==> config.mk <==
export PLATFORM = sky130hd
export DESIGN_NAME = accel_moving_average_magnitude
export DESIGN_NICKNAME = d
export VERILOG_FILES = /design/src/amam_pkg.sv /design/src/amam_ram.sv /design/src/amam_ctrl.sv /design/src/amam_dp.sv /design/src/accel_moving_average_magnitude.sv
export SDC_FILE = /design/constraint.sdc
export NUM_CORES = 2
export LEC_CHECK = 0
export BUFFER_PORTS_ARGS = -buffer_cell sky130_fd_sc_hd__buf_4
export CAP_MARGIN = 20
export CORE_UTILIZATION = 58
export DETAILED_ROUTE_END_ITERATION = 7
export HOLD_SLACK_MARGIN = 0.03
export PLACE_DENSITY = 0.82
export SLEW_MARGIN = 20
export SYNTH_ARGS = -nofsm -noshare
export SYNTH_HDL_FRONTEND = slang
export SYNTH_SLANG_ARGS = --single-unit
==> constraint.sdc <==
create_clock -name clk -period 9 [get_ports clk]
set_input_delay 0.45 -clock clk [delete_from_list [all_inputs] [get_ports clk]]
set_output_delay 0.45 -clock clk [all_outputs]
set_load 0.02 [all_outputs]
==> src/amam_pkg.sv <==
package amam_pkg;

    localparam int SAMPLE_W     = 16;
    localparam int AXES         = 3;
    localparam int MAG_W        = 16;
    localparam int FILL_LEVEL_W = 4;
    localparam int SUMSQ_W      = 32;
    localparam int ROOT_STEPS   = SUMSQ_W / 2;

    localparam logic [SUMSQ_W-1:0] ROOT_BIT0 = SUMSQ_W'(1) << (SUMSQ_W - 2);

    localparam logic [1:0] AXIS_X = 2'd0;
    localparam logic [1:0] AXIS_Y = 2'd1;
    localparam logic [1:0] AXIS_Z = 2'd2;

    typedef enum logic [3:0] {
        ST_IDLE,
        ST_SUM,
        ST_SUM_TAIL,
        ST_DIV_INIT,
        ST_DIV,
        ST_SQ,
        ST_SQ_TAIL,
        ST_ROOT_INIT,
        ST_ROOT,
        ST_DONE
    } amam_state_t;

    typedef struct packed {
        logic       load;
        logic       rd_issue;
        logic       div_init;
        logic       div_step;
        logic       sq_issue;
        logic [1:0] sq_sel;
        logic       root_init;
        logic       root_step;
        logic       out_load;
    } amam_cmd_t;

    typedef struct packed {
        logic rd_last;
        logic out_busy;
    } amam_sts_t;

endpackage

==> src/amam_ram.sv <==
module amam_ram #(
    parameter int WIDTH = 48,
    parameter int DEPTH = 8
) (
    input  logic                                  clk,
    input  logic                                  we,
    input  logic [((DEPTH > 1) ? $clog2(DEPTH) : 1)-1:0] waddr,
    input  logic [WIDTH-1:0]                      wdata,
    input  logic                                  re,
    input  logic [((DEPTH > 1) ? $clog2(DEPTH) : 1)-1:0] raddr,
    output logic [WIDTH-1:0]                      rdata
);

    logic [WIDTH-1:0] mem_reg [DEPTH];
    logic [WIDTH-1:0] rdata_reg;

    always_ff @(posedge clk)
    begin
        if (we)
        begin
            mem_reg[waddr] <= wdata;
        end
        if (re)
        begin
            rdata_reg <= mem_reg[raddr];
        end
    end

    assign rdata = rdata_reg;

endmodule

==> src/amam_ctrl.sv <==
module amam_ctrl import amam_pkg::*; #(
    parameter int WINDOW = 8
) (
    input  logic      clk,
    input  logic      rst_n,
    input  logic      in_valid,
    output logic      in_ready,
    input  amam_sts_t sts,
    output amam_cmd_t cmd
);

    localparam int FW        = $clog2(WINDOW + 1);
    localparam int DIV_STEPS = SAMPLE_W + FW - 1;
    localparam int MAXS      = (DIV_STEPS > ROOT_STEPS) ? DIV_STEPS : ROOT_STEPS;
    localparam int CW        = $clog2(MAXS);

    amam_state_t   state_reg, state_next;
    logic [CW-1:0] cnt_reg, cnt_next;

    always_ff @(posedge clk or negedge rst_n)
    begin
        if (!rst_n)
        begin
            state_reg <= ST_IDLE;
            cnt_reg   <= '0;
        end
        else
        begin
            state_reg <= state_next;
            cnt_reg   <= cnt_next;
        end
    end

    always_comb
    begin
        state_next = state_reg;
        cnt_next   = cnt_reg;
        cmd        = '0;
        in_ready   = 1'b0;
        unique case (state_reg)
            ST_IDLE:
            begin
                in_ready = 1'b1;
                if (in_valid)
                begin
                    cmd.load   = 1'b1;
                    state_next = ST_SUM;
                end
            end
            ST_SUM:
            begin
                cmd.rd_issue = 1'b1;
                if (sts.rd_last)
                begin
                    state_next = ST_SUM_TAIL;
                end
            end
            ST_SUM_TAIL:
            begin
                state_next = ST_DIV_INIT;
            end
            ST_DIV_INIT:
            begin
                cmd.div_init = 1'b1;
                cnt_next     = '0;
                state_next   = ST_DIV;
            end
            ST_DIV:
            begin
                cmd.div_step = 1'b1;
                cnt_next     = cnt_reg + CW'(1);
                if (cnt_reg == CW'(DIV_STEPS - 1))
                begin
                    cnt_next   = '0;
                    state_next = ST_SQ;
                end
            end
            ST_SQ:
            begin
                cmd.sq_issue = 1'b1;
                cmd.sq_sel   = cnt_reg[1:0];
                cnt_next     = cnt_reg + CW'(1);
                if (cnt_reg == CW'(AXES - 1))
                begin
                    state_next = ST_SQ_TAIL;
                end
            end
            ST_SQ_TAIL:
            begin
                state_next = ST_ROOT_INIT;
            end
            ST_ROOT_INIT:
            begin
                cmd.root_init = 1'b1;
                cnt_next      = '0;
                state_next    = ST_ROOT;
            end
            ST_ROOT:
            begin
                cmd.root_step = 1'b1;
                cnt_next      = cnt_reg + CW'(1);
                if (cnt_reg == CW'(ROOT_STEPS - 1))
                begin
                    state_next = ST_DONE;
                end
            end
            ST_DONE:
            begin
                if (!sts.out_busy)
                begin
                    cmd.out_load = 1'b1;
                    state_next   = ST_IDLE;
                end
            end
            default:
            begin
                state_next = ST_IDLE;
            end
        endcase
    end

endmodule

==> src/amam_dp.sv <==
module amam_dp import amam_pkg::*; #(
    parameter int WINDOW = 8
) (
    input  logic                           clk,
    input  logic                           rst_n,
    input  logic signed [SAMPLE_W-1:0]     accel_x,
    input  logic signed [SAMPLE_W-1:0]     accel_y,
    input  logic signed [SAMPLE_W-1:0]     accel_z,
    input  amam_cmd_t                      cmd,
    output amam_sts_t                      sts,
    output logic                           out_valid,
    input  logic                           out_ready,
    output logic signed [SAMPLE_W-1:0]     avg_x,
    output logic signed [SAMPLE_W-1:0]     avg_y,
    output logic signed [SAMPLE_W-1:0]     avg_z,
    output logic [MAG_W-1:0]               magnitude,
    output logic [FILL_LEVEL_W-1:0]        fill_level
);

    localparam int AW    = (WINDOW > 1) ? $clog2(WINDOW) : 1;
    localparam int FW    = $clog2(WINDOW + 1);
    localparam int SW    = SAMPLE_W + FW;
    localparam int MW    = SW - 1;
    localparam int RW    = FW + 1;
    localparam int MEM_W = AXES * SAMPLE_W;

    logic [AW-1:0] slot_reg, slot_next;
    logic [FW-1:0] fill_reg, fill_next;
    logic [AW-1:0] rd_addr_reg, rd_addr_next;
    logic          rd_valid_reg, rd_valid_next;
    logic          prod_valid_reg, prod_valid_next;
    logic          out_valid_reg, out_valid_next;

    logic signed [SW-1:0]       acc_reg [AXES];
    logic signed [SW-1:0]       acc_next [AXES];
    logic                       neg_reg [AXES];
    logic                       neg_next [AXES];
    logic [MW-1:0]              dvd_reg [AXES];
    logic [MW-1:0]              dvd_next [AXES];
    logic [FW-1:0]              rem_reg [AXES];
    logic [FW-1:0]              rem_next [AXES];
    logic [SUMSQ_W-1:0]         prod_reg, prod_next;
    logic [SUMSQ_W-1:0]         sumsq_reg, sumsq_next;
    logic [SUMSQ_W-1:0]         rv_reg, rv_next;
    logic [SUMSQ_W-1:0]         rres_reg, rres_next;
    logic [SUMSQ_W-1:0]         rbit_reg, rbit_next;
    logic signed [SAMPLE_W-1:0] avg_x_reg, avg_x_next;
    logic signed [SAMPLE_W-1:0] avg_y_reg, avg_y_next;
    logic signed [SAMPLE_W-1:0] avg_z_reg, avg_z_next;
    logic [MAG_W-1:0]           mag_reg, mag_next;
    logic [FILL_LEVEL_W-1:0]    lvl_reg, lvl_next;

    logic [MEM_W-1:0]           rdata;
    logic signed [SAMPLE_W-1:0] avg [AXES];
    logic signed [SAMPLE_W-1:0] mul_op;
    logic signed [SUMSQ_W-1:0]  mul_res;
    logic [SUMSQ_W:0]           root_trial;

    amam_ram #(
        .WIDTH (MEM_W),
        .DEPTH (WINDOW)
    ) u_ring (
        .clk   (clk),
        .we    (cmd.load),
        .waddr (slot_reg),
        .wdata ({accel_z, accel_y, accel_x}),
        .re    (cmd.rd_issue),
        .raddr (rd_addr_reg),
        .rdata (rdata)
    );

    always_ff @(posedge clk or negedge rst_n)
    begin
        if (!rst_n)
        begin
            slot_reg       <= '0;
            fill_reg       <= '0;
            rd_addr_reg    <= '0;
            rd_valid_reg   <= 1'b0;
            prod_valid_reg <= 1'b0;
            out_valid_reg  <= 1'b0;
        end
        else
        begin
            slot_reg       <= slot_next;
            fill_reg       <= fill_next;
            rd_addr_reg    <= rd_addr_next;
            rd_valid_reg   <= rd_valid_next;
            prod_valid_reg <= prod_valid_next;
            out_valid_reg  <= out_valid_next;
        end
    end

    always_ff @(posedge clk)
    begin
        acc_reg   <= acc_next;
        neg_reg   <= neg_next;
        dvd_reg   <= dvd_next;
        rem_reg   <= rem_next;
        prod_reg  <= prod_next;
        sumsq_reg <= sumsq_next;
        rv_reg    <= rv_next;
        rres_reg  <= rres_next;
        rbit_reg  <= rbit_next;
        avg_x_reg <= avg_x_next;
        avg_y_reg <= avg_y_next;
        avg_z_reg <= avg_z_next;
        mag_reg   <= mag_next;
        lvl_reg   <= lvl_next;
    end

    // quotient magnitude fits 16 bits, sign restored here
    always_comb
    begin
        for (int k = 0; k < AXES; k++)
        begin
            avg[k] = neg_reg[k] ? -$signed(dvd_reg[k][SAMPLE_W-1:0])
                                :  $signed(dvd_reg[k][SAMPLE_W-1:0]);
        end
    end

    always_comb
    begin
        unique case (cmd.sq_sel)
            AXIS_X:  mul_op = avg[0];
            AXIS_Y:  mul_op = avg[1];
            AXIS_Z:  mul_op = avg[2];
            default: mul_op = '0;
        endcase
        mul_res    = mul_op * mul_op;
        root_trial = {1'b0, rres_reg} + {1'b0, rbit_reg};
    end

    always_comb
    begin
        logic [RW-1:0] trial;
        logic          ge;
        logic [SW-1:0] mag_sum;

        trial           = '0;
        ge              = 1'b0;
        mag_sum         = '0;
        slot_next       = slot_reg;
        fill_next       = fill_reg;
        rd_addr_next    = rd_addr_reg;
        rd_valid_next   = cmd.rd_issue;
        prod_valid_next = cmd.sq_issue;
        acc_next        = acc_reg;
        neg_next        = neg_reg;
        dvd_next        = dvd_reg;
        rem_next        = rem_reg;
        prod_next       = prod_reg;
        sumsq_next      = sumsq_reg;
        rv_next         = rv_reg;
        rres_next       = rres_reg;
        rbit_next       = rbit_reg;
        avg_x_next      = avg_x_reg;
        avg_y_next      = avg_y_reg;
        avg_z_next      = avg_z_reg;
        mag_next        = mag_reg;
        lvl_next        = lvl_reg;
        out_valid_next  = out_valid_reg;

        if (cmd.load)
        begin
            slot_next    = (slot_reg == AW'(WINDOW - 1)) ? '0 : slot_reg + AW'(1);
            fill_next    = (fill_reg == FW'(WINDOW)) ? fill_reg : fill_reg + FW'(1);
            rd_addr_next = '0;
            for (int k = 0; k < AXES; k++)
            begin
                acc_next[k] = '0;
            end
        end

        if (cmd.rd_issue)
        begin
            rd_addr_next = rd_addr_reg + AW'(1);
        end

        if (rd_valid_reg)
        begin
            for (int k = 0; k < AXES; k++)
            begin
                acc_next[k] = acc_reg[k]
                            + SW'($signed(rdata[k*SAMPLE_W +: SAMPLE_W]));
            end
        end

        if (cmd.div_init)
        begin
            sumsq_next = '0;
            for (int k = 0; k < AXES; k++)
            begin
                mag_sum     = acc_reg[k][SW-1] ? -acc_reg[k] : acc_reg[k];
                neg_next[k] = acc_reg[k][SW-1];
                dvd_next[k] = mag_sum[MW-1:0];
                rem_next[k] = '0;
            end
        end

        // restoring division, one quotient bit per axis per cycle
        if (cmd.div_step)
        begin
            for (int k = 0; k < AXES; k++)
            begin
                trial       = {rem_reg[k], dvd_reg[k][MW-1]};
                ge          = (trial >= RW'(fill_reg));
                rem_next[k] = ge ? FW'(trial - RW'(fill_reg)) : FW'(trial);
                dvd_next[k] = {dvd_reg[k][MW-2:0], ge};
            end
        end

        if (cmd.sq_issue)
        begin
            prod_next = SUMSQ_W'(mul_res);
        end

        if (prod_valid_reg)
        begin
            sumsq_next = sumsq_reg + prod_reg;
        end

        if (cmd.root_init)
        begin
            rv_next   = sumsq_reg;
            rres_next = '0;
            rbit_next = ROOT_BIT0;
        end

        // digit-by-digit square root, one result bit per cycle
        if (cmd.root_step)
        begin
            if ({1'b0, rv_reg} >= root_trial)
            begin
                rv_next   = rv_reg - root_trial[SUMSQ_W-1:0];
                rres_next = (rres_reg >> 1) + rbit_reg;
            end
            else
            begin
                rres_next = rres_reg >> 1;
            end
            rbit_next = rbit_reg >> 2;
        end

        if (out_valid_reg && out_ready)
        begin
            out_valid_next = 1'b0;
        end

        if (cmd.out_load)
        begin
            avg_x_next     = avg[0];
            avg_y_next     = avg[1];
            avg_z_next     = avg[2];
            mag_next       = rres_reg[MAG_W-1:0];
            lvl_next       = FILL_LEVEL_W'(fill_reg);
            out_valid_next = 1'b1;
        end
    end

    assign sts.rd_last  = ((FW'(rd_addr_reg) + FW'(1)) == fill_reg);
    assign sts.out_busy = out_valid_reg && !out_ready;

    assign out_valid  = out_valid_reg;
    assign avg_x      = avg_x_reg;
    assign avg_y      = avg_y_reg;
    assign avg_z      = avg_z_reg;
    assign magnitude  = mag_reg;
    assign fill_level = lvl_reg;

    a_fill_range: assert property (@(posedge clk) disable iff (!rst_n)
        (fill_reg <= FW'(WINDOW)) && (slot_reg <= AW'(WINDOW - 1)))
        else $error("fill count or write slot out of range");

    a_fill_step: assert property (@(posedge clk) disable iff (!rst_n)
        (cmd.load && (fill_reg != FW'(WINDOW))) |=> (fill_reg == $past(fill_reg) + FW'(1)))
        else $error("fill count did not advance on a new sample");

    a_read_written: assert property (@(posedge clk) disable iff (!rst_n)
        cmd.rd_issue |-> (FW'(rd_addr_reg) < fill_reg))
        else $error("ring read beyond filled entries");

    a_root_fits: assert property (@(posedge clk) disable iff (!rst_n)
        cmd.out_load |-> (rres_reg[SUMSQ_W-1:MAG_W] == '0))
        else $error("square root wider than magnitude field");

endmodule

==> src/accel_moving_average_magnitude.sv <==
// Throughput: one request at a time; the next is taken the cycle after the result is
//   registered. Set by the ring read sweep, the bit-serial dividers and the 16-step root.
// Reset: rst_n clears write slot, fill count, sequencer and valid flags; ring contents
//   are not cleared and are only read once written.
module accel_moving_average_magnitude import amam_pkg::*; #(
    parameter int WINDOW = 8
) (
    input  logic                           clk,
    input  logic                           rst_n,
    input  logic                           in_valid,
    output logic                           in_ready,
    input  logic signed [SAMPLE_W-1:0]     accel_x,
    input  logic signed [SAMPLE_W-1:0]     accel_y,
    input  logic signed [SAMPLE_W-1:0]     accel_z,
    output logic                           out_valid,
    input  logic                           out_ready,
    output logic signed [SAMPLE_W-1:0]     avg_x,
    output logic signed [SAMPLE_W-1:0]     avg_y,
    output logic signed [SAMPLE_W-1:0]     avg_z,
    output logic [MAG_W-1:0]               magnitude,
    output logic [FILL_LEVEL_W-1:0]        fill_level
);

    amam_cmd_t cmd;
    amam_sts_t sts;

    amam_ctrl #(
        .WINDOW (WINDOW)
    ) u_ctrl (
        .clk      (clk),
        .rst_n    (rst_n),
        .in_valid (in_valid),
        .in_ready (in_ready),
        .sts      (sts),
        .cmd      (cmd)
    );

    amam_dp #(
        .WINDOW (WINDOW)
    ) u_dp (
        .clk        (clk),
        .rst_n      (rst_n),
        .accel_x    (accel_x),
        .accel_y    (accel_y),
        .accel_z    (accel_z),
        .cmd        (cmd),
        .sts        (sts),
        .out_valid  (out_valid),
        .out_ready  (out_ready),
        .avg_x      (avg_x),
        .avg_y      (avg_y),
        .avg_z      (avg_z),
        .magnitude  (magnitude),
        .fill_level (fill_level)
    );

endmodule
[Word level (Yosys, flattened, before mapping)]
Memory sizes are Yosys's and may differ from the RTL's. A register that Yosys moved wholly into a read port is not among the register bits.
Index checks and enable logic that the tools add are counted.
Word-level totals
  input bits: 52
  register bits: 366
  memories kept: 1
  word-level logic and storage cells: 151
  RAM bits: 384
Memories
  u_dp.u_ring.mem_reg: words 8, bits a word 48, rd ports 1, clocked after Yosys merged registers in 1, write ports 1, RTL line amam_ram.sv:14  | logic [WIDTH-1:0] mem_reg [DEPTH];
Cells by class
  multiply operators: 1
  bitwise logic cells: 1
  add/subtract/negate cells: 21
  equality and inequality tests: 23
  magnitude comparators: 4
  multiplexer cells: 53
  reductions and logical operators: 16
Operators by type and width (number)
  2-to-1 mux 32 bit: 8
  2-to-1 mux 60 bit: 2
  2-to-1 mux 57 bit: 2
  adder 20 x 16 -> 20 bit: 3
  2-to-1 mux 29 bit: 2
  2-to-1 mux 19 bit: 3
  negator 19 bit: 3
  2-to-1 mux 16 bit: 3
  negator 16 bit: 3
  case mux 16 bit (3 select lines): 1
  case mux 4 bit (10 select lines): 1
  2-to-1 mux 4 bit: 9
  adder 32 x 31 -> 33 bit: 1
  greater-or-equal comparator 32 x 33 -> 1 bit: 1
  adder 31 x 31 -> 32 bit: 1
  adder 32 bit: 1
  multiplier 16 x 16 -> 32 bit: 1
  subtractor 32 bit: 1
  2-to-1 mux 12 bit: 2
  equality test 4 x 3 -> 1 bit (second input constant): 4
  greater-or-equal comparator 5 x 4 -> 1 bit: 3
  case mux 5 bit (3 select lines): 1
  2-to-1 mux 1 bit: 14
  equality test 4 bit (second input constant): 3
  28 further kinds: 46

[Logic depth before layout (Yosys ltp)]
  depth after elaboration: 5
  depth in mapped cells: 34
  gate-level depth less buffers: 32

[Modules after synthesis]
From an unflattened synthesis, not the netlist that was laid out.
Second synthesis, totals
  cells, all modules: 3953
  area, all modules: 48703.0 um2
By module, submodules not included
  amam_dp: area an instance 31931.9 um2, cells an instance 3259, instances 1
  amam_ram: area an instance 16100.4 um2, cells an instance 616, instances 1
  amam_ctrl: area an instance 670.6 um2, cells an instance 78, instances 1

[Worst setup path after synthesis]
Ideal clock, no wire load.
  path kind: reg-to-reg
  start point: register u_ctrl.state_reg[3]
  end point: register u_dp.prod_reg[30], data pin
  slack: 657 ps
  setup time: 262 ps
  data required time: 8738 ps
  cell stages (with the launch flop): 28
  arrival: 8082 ps
  buffers on the path: 1
  cells stage by stage: dfrtp_1 nor2b_1 nand2_1 inv_1 clkbuf_1 nor2_1 a221oi_1 clkinv_1 and2_1 fa_1 inv_1 fa_1 fa_1 fa_1 inv_1 fa_1 inv_1 fa_1 inv_1 ha_1 and3_1 a31oi_1 o21ai_0 or2_2 a31o_2 o41a_1 a211oi_1 xnor2_1
Between the ends
  cells in the longest elaborated chain, start to end: 5
RTL lines
  from (decl): RTL line amam_ctrl.sv:17  | amam_state_t state_reg, state_next;
  from (signal assigned): RTL line amam_ctrl.sv:29  | state_reg <= state_next;
  equality test 4 x 3 -> 1 bit (*): RTL line amam_ctrl.sv:40  | unique case (state_reg)
  2-to-1 mux 3 bit (*): RTL line amam_ctrl.sv:40
  equality test 2 bit, or another cell as far along: RTL line amam_dp.sv:124  | unique case (cmd.sq_sel)
  case mux 16 bit (3 select lines) (*): RTL line amam_dp.sv:124
  multiplier 16 x 16 -> 32 bit (*): RTL line amam_dp.sv:130  | mul_res = mul_op * mul_op;
  via u_dp.mul_res[30]: RTL line amam_dp.sv:56  | logic signed [SUMSQ_W-1:0] mul_res;
  to (signal assigned): RTL line amam_dp.sv:100  | prod_reg <= prod_next;
  to (decl): RTL line amam_dp.sv:42  | logic [SUMSQ_W-1:0] prod_reg, prod_next;
Mark *: on every way through the listed nets, which the timed path passes. The rest lies on a longest branch.
A chain may end at the register's enable or synchronous reset.

==> impl_metrics.py <==
metrics = {
    "cells_and_area": {
        "finalNetCount": 4786,
        "mostFrequentLayoutCell": "edfxtp_1",
        "fin_util_pct": 65.3,
        "area_growth_pct": 11.2,
        "finalInstanceArea_um2": 54800,
        "layout-drive-gt1-share_pct": 11.9,
        "most-common-layout-cells": "edfxtp_1, inv_1, nand2_1, ha_1, fa_1",
        "multiInputGateArea_um2": 23900,
        "n_fill_cell": 6045,
        "seqCellArea_um2": 23500,
        "largest_reg_flops": 384,
    },
    "critical_path": {
        "arrival_ns": 8.89,
        "cp_common_cell": "fa_1",
        "cp_slowest_cell": "a2111oi_0",
        "cp_max_fo": 9,
        "start_kind": "register",
        "required_ns": 9.40,
        "end_kind": "register",
        "r2r-start": "u_dp.dvd_reg[21]",
        "crit_start": "u_dp.dvd_reg[21]",
        "cpPeakStageDelay_ns": 0.60,
        "worstSetupPathType": "register to register",
    },
    "yosys": {
        "synth_top_family_by_area": "adder cells",
        "synth_simple_gate_area_share_pct": 9.47,
        "yosys_warnings": 0,
        "post_synth.cell_area_avg_um2": 12.1,
        "syn_nets": 4615,
        "synthAdderAreaFrac_pct": 16.5,
        "synthFlopType": "edfxtp_1",
        "synth_xor_xnor_area_share_pct": 4.57,
        "ys_ff_latch": 797,
        "ys_types": 95,
        "synth_edf_count": 742,
        "synthArstFlopShare_pct": 2.76,
        "synth_area_um2": 49300,
        "synth_compound_area_share_pct": 10.5,
        "synthCells": 4057,
        "synth.area.mux_share_pct": 7.21,
        "yosysSeqAreaShare_pct": 47.7,
    },
    "clock_tree": {
        "cts_buffers": 85,
        "clock_latency_ns": 0.68,
        "clk_root_buffer_cell": "clkbuf_16",
        "cts_max_level": 3,
        "cts_sinks": 797,
        "cts.clk_slew.worst_paths_ns": 0.06,
        "cts_tree": "yes",
        "cts_buffer_depth": 3,
    },
    "pwr": {
        "power.density_nw_per_um2": 137,
        "ir_drop_mv": 0.186,
        "power.total_uw": 7500,
        "p_leak_uw": 0.0214,
    },
    "placed_design": {
        "port_buffers": 121,
        "dpl_cell_area_um2": 51600,
        "dp_hpwl_um": 78600,
        "gp_congestion": 0.970,
    },
    "detailed_routing": {
        "vias": 33260,
        "via_per_inst": 6.13,
        "wl_um": 115000,
        "drc": 0,
        "firstDrtPassIters": 6,
        "drtIter0Drc": 2951,
        "ant_nets": 0,
        "wire_per_inst_um": 21.1,
    },
    "run": {
        "maxCapViolations": 0,
    },
    "floorplan": {
        "die_w_um": 293,
        "start_util_pct": 58.8,
        "core_area_um2": 83800,
        "ios": 122,
        "die_y_um": 293,
        "fp.dieArea_um2": 86100,
        "std_cell_rows": 106,
    },
    "timing": {
        "skew_ns": 0.0774,
        "fmax_ghz": 0.118,
        "slew_violations": 0,
        "hold_viol_final": 0,
        "tns_ns": 0,
        "worstMarginPinSlew_ns": 1.09,
        "max_slew_margin_pct": 26.4,
        "rsz0062_at_grt": "no",
        "fin_crit_ns": 8.48,
        "fin_crit_sh_pct": 94.3,
        "setup_violations": 0,
        "hold_slack_ns": 0.0573,
    },
    "global_routing": {
        "antenna_found_initial": 2,
        "overflow": 0,
        "grtUsageTotal_pct": 26.8,
        "grt_pass1_vias": 33320,
        "grt_pass1_wl_um": 180000,
        "grt_max_degree": 86,
    },
    "hold_path": {
        "hold_path_class": "input pin to register",
        "hold_start": "accel_y[13]",
    },
    "outcome": {
        "outcome": "completed",
    },
}
report_power, final:
| part | internal, uW | total (uW) | switching (uW) | leakage (uW) |
|---|---|---|---|---|
| clock network | 1910 | 3430 | 1510 | 0.00131 |
| logic | 26.4 | 54.6 | 28.2 | 0.0129 |
| registers | 4020 | 4020 | 0.0000000000000146 | 0.00715 |
| total | 5960 | 7500 | 1540 | 0.0214 |
synthesized netlist by cell type (all sizes together), types with 7 or more instances:
cell / instances / area [um2]
edfxtp: 742 / 22300
inv: 386 / 1450
nand2: 290 / 1100
ha: 265 / 3320
fa: 241 / 4820
nor2: 238 / 901
o21ai: 196 / 981
a21oi: 189 / 946
xnor2: 131 / 1150
xor2: 126 / 1100
clkbuf: 107 / 402
mux4: 96 / 2160
mux2i: 79 / 791
nor3: 59 / 295
and3: 57 / 357
and2: 56 / 350
a21o: 54 / 405
mux2: 53 / 597
o31ai: 51 / 383
nand2b: 48 / 300
nand3: 46 / 230
a211oi: 45 / 350
a31oi: 39 / 244
o21a: 37 / 278
dfxtp: 33 / 661
or3: 31 / 194
nor2b: 29 / 181
buf: 27 / 129
or4: 26 / 203
dfrtp: 22 / 551
nand4: 22 / 138
o211ai: 20 / 150
o21bai: 19 / 143
a31o: 13 / 114
o41ai: 13 / 121
nor4: 12 / 96.3
or2: 11 / 68.8
o2111ai: 9 / 78.8
o31a: 9 / 78.8
a211o: 8 / 70.1
nor3b: 8 / 60.1
o2bb2ai: 7 / 67.6
final timing paths:
kind / end / slack [ns] / depth (start not counted)
max in group asynchronous: u_ctrl.cnt_reg[3] / 8.48 / 2
hold / removal: u_dp.u_ring.mem_reg[2][29] / 0.06 / 1
setup / recovery: u_dp.prod_reg[29] / 0.52 / 26
min in group asynchronous: u_dp.rd_addr_reg[2] / 0.23 / 2
setup reg to reg: u_dp.prod_reg[29] / 0.52 / 26
hold reg to reg: u_dp.rbit_reg[30] / 0.50 / 2
area by class of cell:
class                   count  area share, %
clock inverters            48          0.928
well taps                1134           2.59
diodes                      2        0.00914
repair buffers            218           3.17
inverters                 390           2.68
multi-input cells        2736           43.6
flip-flops and latches    797           42.9
clock buffers             104           4.09
worst max-delay path: cells and delay by family (launching register included):
family	cells	cell delay, ns
AOI/OAI and AO/OA	8	2.10
and+or+nand+nor	5	1.54
DFF	1	0.48
buffers and inverters	5	0.57
xor gates and xnor gates	1	0.17
adders and majority gates	7	3.35
what timing repair did:
action / 4_1_cts / 5_1_grt
buffers inserted: 0 / 0
endpoints found under the setup margin: 0 / 0
gates resized for setup: 0 / 0
hold endpoints to repair: 299 / 0
hold buffers: 40 / 0
routing by layer:
layer  wire length, um  part of all wire, %  up-vias  GRT usage [%]
met4              4090                  3.6        2           10.8
met3              8650                  7.5      261           4.17
met1             45500                   40    16505           35.4
met2             56300                   49     1368           44.6
met5                11               0.0096        -              0
li1                  -                    -    15124              -
logic make-up after synthesis:
group / after synthesis
XOR/XNOR: 257
AO/OA/AOI/OAI: 790
buffers and inverters: 524
flip-flops: 797
adder cells (fa/ha/maj): 506
AND/OR/NAND/NOR: 955
multiplexers: 228
through the flow:
| step | setup WS, ns | instances |
|---|---|---|
| after floorplan | 0.657 | 4057 |
| after global placement | 0.772 | 5235 |
| after detailed placement | 0.574 | 5235 |
| after CTS | 0.554 | 5427 |
| after global routing | 0.0680 | 5428 |
| final | 0.516 | 5429 |
Note: power is estimated with default switching activity, not from simulation.
